==> config.mk <==
export PLATFORM = sky130hd
export DESIGN_NAME = joystick_event_serializer_top
export DESIGN_NICKNAME = d
export VERILOG_FILES = /design/src/hdl/jes_pkg.sv /design/src/hdl/joystick_event_serializer_top.sv
export SDC_FILE = /design/constraint.sdc
export NUM_CORES = 1
export LEC_CHECK = 0
export BUFFER_PORTS_ARGS = -buffer_cell sky130_fd_sc_hd__buf_2
export CORE_MARGIN = 5
export CORE_UTILIZATION = 45
export CTS_BUF_LIST = sky130_fd_sc_hd__clkbuf_2 sky130_fd_sc_hd__clkbuf_4 sky130_fd_sc_hd__clkbuf_8
export CTS_CLUSTER_DIAMETER = 80
export DETAILED_ROUTE_END_ITERATION = 10
export PLACE_DENSITY = 0.73
export RECOVER_POWER = 25
export SYNTH_ARGS = -nofsm -noshare
export SYNTH_HDL_FRONTEND = slang
export SYNTH_SLANG_ARGS = --single-unit
==> constraint.sdc <==
create_clock -name clk -period 4.9 [get_ports clk]
set_input_delay 0.49 -clock clk [delete_from_list [all_inputs] [get_ports clk]]
set_output_delay 0.49 -clock clk [all_outputs]
set_load 0.01 [all_outputs]
==> src/hdl/jes_pkg.sv <==
// Shared types, register indexes and message text for the joystick event serializer.
package jes_pkg;

  // Configuration register indexes.
  localparam logic [3:0] CFG_HIGH_THRESHOLD = 4'd0;
  localparam logic [3:0] CFG_LOW_THRESHOLD  = 4'd1;
  localparam logic [3:0] CFG_REARM_MARGIN   = 4'd2;
  localparam logic [3:0] CFG_DEBOUNCE_TICKS = 4'd3;

  // Reset values of the configuration registers.
  localparam logic [9:0] HIGH_THRESHOLD_RST = 10'd1000;
  localparam logic [9:0] LOW_THRESHOLD_RST  = 10'd24;
  localparam logic [7:0] REARM_MARGIN_RST   = 8'd10;
  localparam logic [7:0] DEBOUNCE_TICKS_RST = 8'd16;

  // Direction message codes.
  localparam logic [1:0] MSG_UP    = 2'd0;
  localparam logic [1:0] MSG_DOWN  = 2'd1;
  localparam logic [1:0] MSG_LEFT  = 2'd2;
  localparam logic [1:0] MSG_RIGHT = 2'd3;

  localparam logic [7:0] CH_CR    = 8'd13;
  localparam logic [7:0] CH_LF    = 8'd10;
  localparam logic [7:0] CH_SPACE = 8'd32;
  localparam logic [3:0] SEL_LAST = 4'd7;

  // Outcome of one axis check.
  typedef struct packed {
    logic       advance;
    logic       fire;
    logic [1:0] msg;
    logic [3:0] latched;
  } axis_res_t;

  // One output item.
  typedef struct packed {
    logic [7:0] tx_byte;
    logic       last;
  } out_item_t;

  // Length of each direction message, CR LF included.
  function automatic logic [3:0] dir_len(input logic [1:0] msel);
    logic [3:0] len;
    case (msel)
      MSG_UP:   len = 4'd4;
      MSG_DOWN: len = 4'd6;
      MSG_LEFT: len = 4'd6;
      default:  len = 4'd7;
    endcase
    return len;
  endfunction

  // Character of a direction message at a position.
  function automatic logic [7:0] dir_char(input logic [1:0] msel, input logic [2:0] pos);
    logic [7:0] ch;
    ch = CH_SPACE;
    case (msel)
      MSG_UP: begin
        case (pos)
          3'd0: ch = "U";
          3'd1: ch = "P";
          3'd2: ch = CH_CR;
          3'd3: ch = CH_LF;
          default: ch = CH_SPACE;
        endcase
      end
      MSG_DOWN: begin
        case (pos)
          3'd0: ch = "D";
          3'd1: ch = "O";
          3'd2: ch = "W";
          3'd3: ch = "N";
          3'd4: ch = CH_CR;
          3'd5: ch = CH_LF;
          default: ch = CH_SPACE;
        endcase
      end
      MSG_LEFT: begin
        case (pos)
          3'd0: ch = "L";
          3'd1: ch = "E";
          3'd2: ch = "F";
          3'd3: ch = "T";
          3'd4: ch = CH_CR;
          3'd5: ch = CH_LF;
          default: ch = CH_SPACE;
        endcase
      end
      default: begin
        case (pos)
          3'd0: ch = "R";
          3'd1: ch = "I";
          3'd2: ch = "G";
          3'd3: ch = "H";
          3'd4: ch = "T";
          3'd5: ch = CH_CR;
          3'd6: ch = CH_LF;
          default: ch = CH_SPACE;
        endcase
      end
    endcase
    return ch;
  endfunction

  // Character of the select message at a position.
  function automatic logic [7:0] sel_char(input logic [2:0] pos);
    logic [7:0] ch;
    case (pos)
      3'd0: ch = "S";
      3'd1: ch = "E";
      3'd2: ch = "L";
      3'd3: ch = "E";
      3'd4: ch = "C";
      3'd5: ch = "T";
      3'd6: ch = CH_CR;
      default: ch = CH_LF;
    endcase
    return ch;
  endfunction

endpackage

==> src/hdl/joystick_event_serializer_top.sv <==
// Joystick event serializer: poll state machine, message sequencing and output buffer.
// A result byte is registered into the output buffer when the poll item that causes it is accepted.
// Throughput: one poll item per cycle while in_ready is high; the state update is a single pass of compare logic.
// A two-entry output buffer keeps in_ready high while one result waits to be taken.
// Reset (synchronous, rst_n low): phase returns to the vertical check, flags, counters
// and buffer clear, and the configuration registers take their default values.
module joystick_event_serializer_top (
  input  logic       clk,
  input  logic       rst_n,
  input  logic       cfg_we,
  input  logic [3:0] cfg_index,
  input  logic [9:0] cfg_wdata,
  input  logic       in_valid,
  output logic       in_ready,
  input  logic       in_button_level,
  input  logic [9:0] in_y_sample,
  input  logic [9:0] in_x_sample,
  input  logic       in_tx_ready,
  input  logic       in_tick,
  output logic       out_valid,
  input  logic       out_ready,
  output logic [7:0] out_tx_byte,
  output logic       out_last_of_message
);

  // Phase codes.
  localparam logic [2:0] PH_VCHECK      = 3'd0;
  localparam logic [2:0] PH_HCHECK      = 3'd1;
  localparam logic [2:0] PH_SEND_START  = 3'd2;
  localparam logic [2:0] PH_DIR_SEND    = 3'd3;
  localparam logic [2:0] PH_PRESS_DEB   = 3'd4;
  localparam logic [2:0] PH_SEL_SEND    = 3'd5;
  localparam logic [2:0] PH_WAIT_REL    = 3'd6;
  localparam logic [2:0] PH_REL_DEB     = 3'd7;

  localparam logic [7:0] DCNT_MAX = 8'd255;

  // Configuration registers.
  logic [9:0] high_thr_r, low_thr_r;
  logic [7:0] margin_r, deb_ticks_r;

  // Poll state.
  logic [2:0] phase_r, phase_nxt;
  logic [3:0] latched_r, latched_nxt;
  logic       pend_r, pend_nxt;
  logic [1:0] msel_r, msel_nxt;
  logic [3:0] cpos_r, cpos_nxt;
  logic [7:0] dcnt_r, dcnt_nxt;

  // Output buffer: main register and skid entry.
  jes_pkg::out_item_t out_r, skid_r, res;
  logic out_valid_r, skid_valid_r;
  logic res_valid, restart, accept, pop, push, settled, pressed;
  jes_pkg::axis_res_t axis_y, axis_x;

  // Checks one axis sample against the thresholds and the re-arm band.
  function automatic jes_pkg::axis_res_t check_axis(
    input logic [9:0] v, input logic [3:0] latched, input logic [1:0] msel,
    input logic [1:0] down_bit, input logic [1:0] up_bit,
    input logic [1:0] down_msg, input logic [1:0] up_msg,
    input logic [9:0] lo_thr, input logic [9:0] hi_thr, input logic [7:0] margin);
    jes_pkg::axis_res_t r;
    logic [10:0] lo_band;
    logic [11:0] v_plus;
    r.advance = 1'b0;
    r.fire    = 1'b0;
    r.msg     = msel;
    r.latched = latched;
    lo_band   = {1'b0, lo_thr} + {3'b000, margin};
    v_plus    = {2'b00, v} + {4'h0, margin};
    if (v < lo_thr) begin
      r.advance = 1'b1;
      if (!latched[down_bit]) begin
        r.fire = 1'b1;
        r.msg  = down_msg;
        r.latched[down_bit] = 1'b1;
      end
    end else if (v > hi_thr) begin
      r.advance = 1'b1;
      if (!latched[up_bit]) begin
        r.fire = 1'b1;
        r.msg  = up_msg;
        r.latched[up_bit] = 1'b1;
      end
    end else if (({1'b0, v} >= lo_band) && (v_plus <= {2'b00, hi_thr})) begin
      r.advance = 1'b1;
      r.latched[down_bit] = 1'b0;
      r.latched[up_bit]   = 1'b0;
    end
    return r;
  endfunction

  assign in_ready = !skid_valid_r;
  assign accept   = in_valid && in_ready;
  assign pop      = out_valid_r && out_ready;
  assign push     = accept && res_valid;
  assign pressed  = !in_button_level;
  assign settled  = dcnt_r >= deb_ticks_r;

  assign axis_y = check_axis(in_y_sample, latched_r, msel_r, 2'd0, 2'd1,
                             jes_pkg::MSG_DOWN, jes_pkg::MSG_UP,
                             low_thr_r, high_thr_r, margin_r);
  assign axis_x = check_axis(in_x_sample, latched_r, msel_r, 2'd2, 2'd3,
                             jes_pkg::MSG_RIGHT, jes_pkg::MSG_LEFT,
                             low_thr_r, high_thr_r, margin_r);

  // Next state and result for one poll item.
  always_comb begin
    phase_nxt   = phase_r;
    latched_nxt = latched_r;
    pend_nxt    = pend_r;
    msel_nxt    = msel_r;
    cpos_nxt    = cpos_r;
    restart     = 1'b0;
    res_valid   = 1'b0;
    res.tx_byte = jes_pkg::dir_char(msel_r, cpos_r[2:0]);
    res.last    = (cpos_r + 4'd1) == jes_pkg::dir_len(msel_r);
    unique case (phase_r)
      PH_VCHECK: begin
        if (pressed) begin
          restart   = 1'b1;
          phase_nxt = PH_PRESS_DEB;
        end else begin
          latched_nxt = axis_y.latched;
          msel_nxt    = axis_y.msg;
          if (axis_y.fire) pend_nxt = 1'b1;
          if (axis_y.advance) phase_nxt = PH_HCHECK;
        end
      end
      PH_HCHECK: begin
        latched_nxt = axis_x.latched;
        msel_nxt    = axis_x.msg;
        if (axis_x.fire) pend_nxt = 1'b1;
        if (axis_x.advance) phase_nxt = PH_SEND_START;
      end
      PH_SEND_START: begin
        if (!pend_r) begin
          phase_nxt = PH_VCHECK;
        end else begin
          pend_nxt    = 1'b0;
          res_valid   = 1'b1;
          res.tx_byte = jes_pkg::dir_char(msel_r, 3'd0);
          res.last    = jes_pkg::dir_len(msel_r) == 4'd1;
          cpos_nxt    = 4'd1;
          phase_nxt   = PH_DIR_SEND;
        end
      end
      PH_DIR_SEND: begin
        if (in_tx_ready) begin
          if (cpos_r >= jes_pkg::dir_len(msel_r)) begin
            phase_nxt = PH_VCHECK;
          end else begin
            res_valid = 1'b1;
            cpos_nxt  = cpos_r + 4'd1;
          end
        end
      end
      PH_PRESS_DEB: begin
        if (settled) begin
          if (pressed) begin
            res_valid   = 1'b1;
            res.tx_byte = jes_pkg::sel_char(3'd0);
            res.last    = 1'b0;
            cpos_nxt    = 4'd1;
            phase_nxt   = PH_SEL_SEND;
          end else begin
            phase_nxt = PH_VCHECK;
          end
        end
      end
      PH_SEL_SEND: begin
        if (in_tx_ready) begin
          if (!cpos_r[3]) begin
            res_valid   = 1'b1;
            res.tx_byte = jes_pkg::sel_char(cpos_r[2:0]);
            res.last    = cpos_r == jes_pkg::SEL_LAST;
            cpos_nxt    = cpos_r + 4'd1;
          end else begin
            phase_nxt = PH_WAIT_REL;
          end
        end
      end
      PH_WAIT_REL: begin
        if (!pressed) begin
          restart   = 1'b1;
          phase_nxt = PH_REL_DEB;
        end
      end
      PH_REL_DEB: begin
        if (settled) phase_nxt = pressed ? PH_WAIT_REL : PH_VCHECK;
      end
      default: phase_nxt = PH_VCHECK;
    endcase
    // Debounce counter uses the old count above; restart drops this tick.
    if (restart) dcnt_nxt = '0;
    else if (in_tick && (dcnt_r != DCNT_MAX)) dcnt_nxt = dcnt_r + 8'd1;
    else dcnt_nxt = dcnt_r;
  end

  // Configuration writes.
  always_ff @(posedge clk) begin
    if (!rst_n) begin
      high_thr_r  <= jes_pkg::HIGH_THRESHOLD_RST;
      low_thr_r   <= jes_pkg::LOW_THRESHOLD_RST;
      margin_r    <= jes_pkg::REARM_MARGIN_RST;
      deb_ticks_r <= jes_pkg::DEBOUNCE_TICKS_RST;
    end else if (cfg_we) begin
      unique case (cfg_index)
        jes_pkg::CFG_HIGH_THRESHOLD: high_thr_r  <= cfg_wdata;
        jes_pkg::CFG_LOW_THRESHOLD:  low_thr_r   <= cfg_wdata;
        jes_pkg::CFG_REARM_MARGIN:   margin_r    <= cfg_wdata[7:0];
        jes_pkg::CFG_DEBOUNCE_TICKS: deb_ticks_r <= cfg_wdata[7:0];
        default: ;
      endcase
    end
  end

  // Poll state update on each accepted item.
  always_ff @(posedge clk) begin
    if (!rst_n) begin
      phase_r   <= PH_VCHECK;
      latched_r <= '0;
      pend_r    <= 1'b0;
      msel_r    <= jes_pkg::MSG_UP;
      cpos_r    <= '0;
      dcnt_r    <= '0;
    end else if (accept) begin
      phase_r   <= phase_nxt;
      latched_r <= latched_nxt;
      pend_r    <= pend_nxt;
      msel_r    <= msel_nxt;
      cpos_r    <= cpos_nxt;
      dcnt_r    <= dcnt_nxt;
    end
  end

  // Output buffer control.
  always_ff @(posedge clk) begin
    if (!rst_n) begin
      out_valid_r  <= 1'b0;
      skid_valid_r <= 1'b0;
    end else if (skid_valid_r) begin
      if (pop) skid_valid_r <= 1'b0;
    end else if (push) begin
      if (out_valid_r && !pop) skid_valid_r <= 1'b1;
      else out_valid_r <= 1'b1;
    end else if (pop) begin
      out_valid_r <= 1'b0;
    end
  end

  // Output buffer payload.
  always_ff @(posedge clk) begin
    if (skid_valid_r) begin
      if (pop) out_r <= skid_r;
    end else if (push) begin
      if (out_valid_r && !pop) skid_r <= res;
      else out_r <= res;
    end
  end

  assign out_valid           = out_valid_r;
  assign out_tx_byte         = out_r.tx_byte;
  assign out_last_of_message = out_r.last;

  // The skid entry is only ever filled behind a full main register.
  a_skid_behind_main: assert property (@(posedge clk) disable iff (!rst_n)
    skid_valid_r |-> out_valid_r) else $error("skid entry valid with empty output register");

  // Starting a pending direction message always enters the send phase.
  a_send_start: assert property (@(posedge clk) disable iff (!rst_n)
    (accept && (phase_r == PH_SEND_START) && pend_r) |=> (phase_r == PH_DIR_SEND))
    else $error("pending message did not start sending");

  // The character position never runs past the select message.
  a_cpos_range: assert property (@(posedge clk) disable iff (!rst_n)
    cpos_r <= 4'd8) else $error("character position out of range");

  // A result pushed while the buffer is full would be lost.
  a_no_overflow: assert property (@(posedge clk) disable iff (!rst_n)
    (push && out_valid_r && !pop) |=> (skid_valid_r && out_valid_r))
    else $error("result not held in output buffer");

endmodule
==> impl_results.md, run 1 <==
* Worst Setup End Kind: flop
* CP Capture Point: phase_r[0]
* Max stage delay cell, worst path: dfxtp_1
* Worst path top cell family by delay: compound AO/OA/AOI/OAI gates
* PwrDens at 203 mW/mm2
* Post-route ant nets at 0
* Hold_buf cts at 0
* Count of different cell masters after synthesis at 74
* Worst Path Buf+Inv at 0
* Setup TNS at 0 ps
* Post-synth EDFFs at 16
* Share of the synthesized area in the top cell type at 21.0%
* Final Setup Violations at 0
* Fin crit period at 4080 ps
* WS Path Type: flop to flop
* IO Port Bufs at 51
* Part of the cycle the worst path needs at 83.3%
* Die width at 135 um
* Hold Path Class: primary input to flop
* Post-DP HPWL at 14,100 um
* Clock Root Buffer: clkbuf_8
* Async set-reset flop share out of synthesis at 0%
* Synthesized instance count at 861
* I/O pin cnt at 53
* CTS-repair resized insts at 0
* CTS H-tree lvls at 3
* Sequential area share after synthesis at 23.8%
* CP startpoint kind: flop
* Endpoints failing hold at 0
* Clock Tree Buf Depth at 2
* GRT Overall Usage at 19.4%
* Core Box Area at 0.0153 mm2
* Most used cell, CP: a21oi_1
* Vias in the first global route at 5,904
* Clock latency on the worst-skew pair at 360 ps
* Main synth FF type: dfxtp_1
* Area leader, netlist: ha_1
* Total gr overflow at 0
* Placed insts at 1,098
* VDD IR-drop max at 0.146 mV
* Antenna fix cells at 0
* Drc violations at 0
* Worst EP arrival at 4370 ps
* Max-slew violation count at 0
* Share of cells above drive strength 1 at 9.19%
* Nets at 1,062
* Status: finished clean
* Slack of the worst reg-to-reg path at 820 ps
* Setup crit start: margin_r[1]
* Initial Utilization at 46.2%
* Highest cell delay on the worst timing path at 400 ps
* DR WL/cell at 15.9 um
* Worst Hold Slack at 382 ps
* Top cells by area, synth: ha_1 21%, dfxtp_1 17%, edfxtp_1 6.8%
* Critical R2R Launch: margin_r[1]
* Largest net degree at the start of global routing at 38
* Commonest cells post-synth: 119 x ha_1, 89 x nand2_1, 67 x nor2_1, 64 x a21oi_1, 60 x dfxtp_1
* Fin cells at 1,114
* Die Footprint at 0.0183 mm2
* DR vias at 6,295
* Initial antenna violation count at 0
* R2R Path End: phase_r[0]
* Worst path depth at 19
* Most common cell in the netlist: ha_1
* CP Max Fanout at 4
* Routability Congestion at 0.918
* Detailed-router iteration count before antenna repair at 5
* Global-route wire length before repair at 29,300 um
* Rows at 45
* Total power at 1.57 mW
* CTS tree: yes
* CTS sink cnt at 76
* Relative slew slack at 36.3%
* Synthesized area per cell at 8.22 um2
* Max Cap Viol at 0
* Net Count, Synth at 1,025
* Die span in y at 135 um
* YS warnings at 0
* Post-CTS Setup Repair Bufs at 0
* Post-Syn Area at 0.00707 mm2
* Worst Skew at 8.43 ps
* RSZ-0062 raised after global routing: no
* P&R area growth vs syn at 9.21%
* Total CTS buffers at 9
* R2R depth at 19
* #FFs+latches synth at 76
* Worst-Margin Slew at 953 ps
* Initial DRC count at 365
* Fillers at 1,499
* Final WL at 17,700 um
* Worst Path Required at 5190 ps
* Via density at 5.65
* P_leak at 3.27 nW
* Clk slew on worst S/H paths at 80 ps
* Cells along the critical path: ha_1 > a21o_1 > a21oi_1 > o21bai_1 > a21oi_1 > o21bai_1 > a21oi_1 > o21ai_0 > xor2_1 > ha_1 > nand3_1 > nor3_1 > a211o_1 > a31o_2 > o211ai_1 > nor4_4 > nor4_1 > a311oi_2 > mux2i_1
* Fmax at 245 MHz
## metrics by stage
| stage | utilization (%) | area [um2] | worst slack [ps] |
|---|---|---|---|
| after floorplan | - | 7070 | 1060 |
| after global placement | 49.0 | 7500 | 660 |
| after detailed placement | 49.0 | 7500 | 568 |
| after CTS | 50.5 | 7740 | 833 |
| after global routing | 50.4 | 7730 | 447 |
| final | 50.4 | 7730 | 821 |
## final cells by class
| type | count | area (um2) | share of cell area (%) |
|---|---|---|---|
| multi-input cells | 701 | 5070 | 65.6 |
| flip-flops and latches | 76 | 1680 | 21.8 |
| well taps | 211 | 264 | 3.42 |
| repair buffers | 53 | 258 | 3.34 |
| inverters | 57 | 214 | 2.77 |
| clock buffers | 9 | 124 | 1.60 |
| clock inverters | 7 | 115 | 1.49 |
## worst min path at each step
stage                        from  slack (ps)  depth (start not counted)            end
floorplan           high_thr_r[1]         440                          2  high_thr_r[1]
global placement    high_thr_r[4]         440                          2  high_thr_r[4]
detailed placement  high_thr_r[1]         450                          2  high_thr_r[1]
CTS                     out_ready         370                          2   skid_valid_r
global route            out_ready         380                          2   skid_valid_r
finish                  out_ready         380                          2   skid_valid_r
## placed cells by master (no fill, tap or decap), types with 9 or more instances in the layout
cell type and instances:
buf_2 44, nand4_1 15, nand2b_1 18, nand3_1 28
o21ai_0 46, nor2_1 67, clkbuf_8 9, inv_1 55
nor2b_1 14, nor3_1 17, mux2i_1 20, a21oi_1 64
edfxtp_1 16, ha_1 119, a21o_1 22, xor2_1 10
dfxtp_1 60, nand2_1 89, xnor2_1 19, o211ai_1 18
## power breakdown
part           switching [mW]  internal (mW)
combinational           0.195          0.136
sequential             0.0188          0.648
clock                   0.238          0.336
## sequential cells by signal, indices dropped and copies added (netlist names), 3 cells and up
name         flops
low_thr_r       10
skid_r           8
deb_ticks_r      8
out_tx_byte      7
cpos_r           4
margin_r         8
phase_r          3
high_thr_r      10
latched_r        4
dcnt_r           8
## layer usage
metal / vias up / wire [um] / global-route usage (%)
met2: 154 / 8540 / 33.8
li1: 3232 / - / -
met1: 2882 / 8030 / 25.1
met3: 27 / 803 / 3.45
met4: 0 / 342 / 4.14
met5: - / 0 / 0
## kinds of logic after synthesis
family	synth area share, %
AND/OR/NAND/NOR	19.2
other	0.0530
multiplexers	4.32
flip-flops	23.8
XOR/XNOR	3.59
AO/OA/AOI/OAI	22.5
buffers and inverters	4.56
adder cells (fa/ha/maj)	22.0
No activity file was read; power rests on OpenSTA's default activity.
==> run 2: changes to the inputs <==
clock period = 3.79 ns   (was 4.9 ns; I/O delays follow)
==> run 2 against run 1 <==
  * Register-to-register slack worse by 730 ps
  * Via count up 4.6%
  * Critical endpoint unchanged
  * Combinational power up 47%
  * Cell area up 5.3%
==> impl_results.md, run 2 (synthesis results as in run 1) <==
* Total power at 1.98 mW (was 1.57 mW)
* PwrDens at 243 mW/mm2 (was 203 mW/mm2)
* CP Max Fanout at 3 (was 4)
* I/O pin cnt at 53 (unchanged)
* CTS H-tree lvls at 3 (unchanged)
* CTS tree: yes (unchanged)
* Relative slew slack at 21.9% (was 36.3%)
* Final Util at 53.1% (was 50.4%)
* Post-DP HPWL at 14,600 um (was 14,100 um)
* Net switching power figure at 0.626 mW (was 0.451 mW)
* Worst-Margin Slew at 1170 ps (was 953 ps)
* WS Path Type: flop to flop (unchanged)
* Initial DRC count at 306 (was 365)
* Final Setup Violations at 0 (unchanged)
* Vias in the first global route at 6,299 (was 5,904)
* VDD IR-drop max at 0.245 mV (was 0.146 mV)
* Highest cell delay on the worst timing path at 380 ps (was 400 ps)
* DR WL/cell at 16.2 um (was 15.9 um)
* Worst EP arrival at 4000 ps (was 4370 ps)
* Hold_buf cts at 0 (unchanged)
* Worst Path Required at 4100 ps (was 5190 ps)
* DR vias at 6,583 (was 6,295)
* Top Usage Layer GRT: met2 (unchanged)
* Most common cell after layout, fill and taps aside: ha_1 (unchanged)
* Most frequent cells in the layout: 116 x ha_1, 89 x nand2_1, 67 x nor2_1 (was 119 x ha_1, 89 x nand2_1, 67 x nor2_1)
* Clock Tree Buf Depth at 2 (unchanged)
* P_int at 1.35 mW (was 1.12 mW)
* Clock Power Share at 32.2% (was 36.5%)
* P_leak at 3.45 nW (was 3.27 nW)
* P&R area growth vs syn at 15.0% (was 9.21%)
* Cells along the critical path: buf_6 > clkinvlp_4 > buf_12 > fa_2 > nand2b_4 > a21oi_2 > nor2_1 > xor2_1 > ha_1 > nand3_1 > o21a_1 > o21ba_2 > a221oi_2 > buf_4 > nor4_4 > nor4_2 > a311oi_2 > mux2i_1 (was ha_1 > a21o_1 > a21oi_1 > o21bai_1 > a21oi_1 > o21bai_1 > a21oi_1 > o21ai_0 > xor2_1 > ha_1 > nand3_1 > nor3_1 > a211o_1 > a31o_2 > o211ai_1 > nor4_4 > nor4_1 > a311oi_2 > mux2i_1)
* Worst Skew at 9.74 ps (was 8.43 ps)
* Initial Utilization at 46.2% (unchanged)
* R2R depth at 18 (was 19)
* Placed insts at 1,128 (was 1,098)
* Total gr overflow at 0 (unchanged)
* GRT Overall Usage at 20.2% (was 19.4%)
* Max-slew violation count at 0 (unchanged)
* Largest registers: high_thr_r (10), low_thr_r (10) (unchanged)
* IO Port Bufs at 51 (unchanged)
* Drc violations at 0 (unchanged)
* GR met3 Demand/Resource at 4.01% (was 3.45%)
* Hold path cells at 2 (unchanged)
* Met1 Use GR at 24.8% (was 25.1%)
* Clock Root Buffer: clkbuf_8 (unchanged)
* Fin crit period at 3700 ps (was 4080 ps)
* Core Box Area at 0.0153 mm2 (unchanged)
* Detailed-router iteration count before antenna repair at 5 (unchanged)
* Final WL at 18,600 um (was 17,700 um)
* Final instance area at 0.00814 mm2 (was 0.00773 mm2)
* Routability Congestion at 0.911 (was 0.918)
* Global-route wire length before repair at 30,200 um (was 29,300 um)
* Via density at 5.73 (was 5.65)
* Switching part of the total power at 31.7% (was 28.7%)
* Largest net degree at the start of global routing at 38 (unchanged)
* Nets at 1,096 (was 1,062)
* Fin cells at 1,149 (was 1,114)
* Comb pwr share at 24.6% (was 21.1%)
* Max Cap Viol at 0 (unchanged)
* Hold Path Class: primary input to flop (unchanged)
* Die span in y at 135 um (unchanged)
* Initial antenna violation count at 0 (unchanged)
* Total CTS buffers at 9 (unchanged)
* Fmax at 270 MHz (was 245 MHz)
* Endpoints failing hold at 0 (unchanged)
* RSZ-0062 raised after global routing: yes (was no)
* Die width at 135 um (unchanged)
* Status: finished clean (unchanged)
* Worst Setup End Kind: flop (unchanged)
* Register share of total power at 43.2% (was 42.4%)
* Post-route ant nets at 0 (unchanged)
* Fillers at 1,471 (was 1,499)
* Area of the multi-input gates at 0.00523 mm2 (was 0.00507 mm2)
* Placement-stage cell area at 0.00772 mm2 (was 0.00750 mm2)
* Slack of the worst reg-to-reg path at 90 ps (was 820 ps)
* Max stage delay cell, worst path: fa_2 (was dfxtp_1)
* Met2 GRT Util at 35.4% (was 33.8%)
* Clk slew on worst S/H paths at 90 ps (was 80 ps)
* FF+latch area at 0.00169 mm2 (was 0.00168 mm2)
* Share of cells above drive strength 1 at 16.2% (was 9.19%)
* Part of the cycle the worst path needs at 97.6% (was 83.3%)
* Rows at 45 (unchanged)
* Clock latency on the worst-skew pair at 370 ps (was 360 ps)
* Die Footprint at 0.0183 mm2 (unchanged)
* CP startpoint kind: flop (unchanged)
* CTS sink cnt at 76 (unchanged)
-- run 2: cell types whose count changed in the layout (fill, tap and decap cells not counted), sizes merged --
cell      change
diode         +1
buf          +34
clkinv        -1
bufinv        -2
clkinvlp      +3
-- run 2: worst paths after layout --
kind,end,startpoint
max,phase_r[0],margin_r[1]
max reg2reg,phase_r[0],margin_r[1]
min,skid_valid_r,out_ready
min reg2reg,high_thr_r[4],high_thr_r[4]
-- run 2: power groups by stage --
stage / sequential (mW) / clock, mW / combinational (mW)
floorplan: 0.863 / 0 / 0.318
global placement: 0.872 / 0 / 0.445
detailed placement: 0.872 / 0 / 0.455
CTS: 0.853 / 0.644 / 0.462
global route: 0.855 / 0.688 / 0.542
finish: 0.853 / 0.635 / 0.486
-- run 2: critical path: cells and delay by family (launching register included) --
family          cells  cell delay (ps)
compound gates      5              960
simple gates        5              690
xor+xnor            1              160
fa+ha+maj           2              710
buf+inv             4              530
flops               1              370
mux                 1              210
-- run 2: final cells by class --
class                   count  area share, %
clock inverters             7          0.938
well taps                 211           3.24
multi-input cells         701           64.3
clock buffers               9           1.52
inverters                  57           2.68
repair buffers             87           6.55
flip-flops and latches     76           20.7
diodes                      1         0.0308
-- run 2: stage by stage --
stage / hold slack, ps / setup TNS [ps] / setup WS [ps]
2_1_floorplan: 436 / 0 / 59.1
3_3_place_gp: 443 / -373 / -177
3_5_place_dp: 448 / -926 / -301
4_1_cts: 241 / 0 / 14.9
5_1_grt: 245 / -179 / -65.9
6_report: 254 / 0 / 92.7
-- run 2: what timing repair did --
action                     in CTS  in global routing
buffers inserted                0                  6
setup endpoints to repair       2                  7
resized for setup               6                 40
pin swaps                       5                 35
-- run 2: routing by layer --
layer  vias up  part of all wire (%)
li1       3304                     -
met1      3067                    44
met2       173                    49
met3        39                   4.6
met4         0                   2.7
met5         -                     0
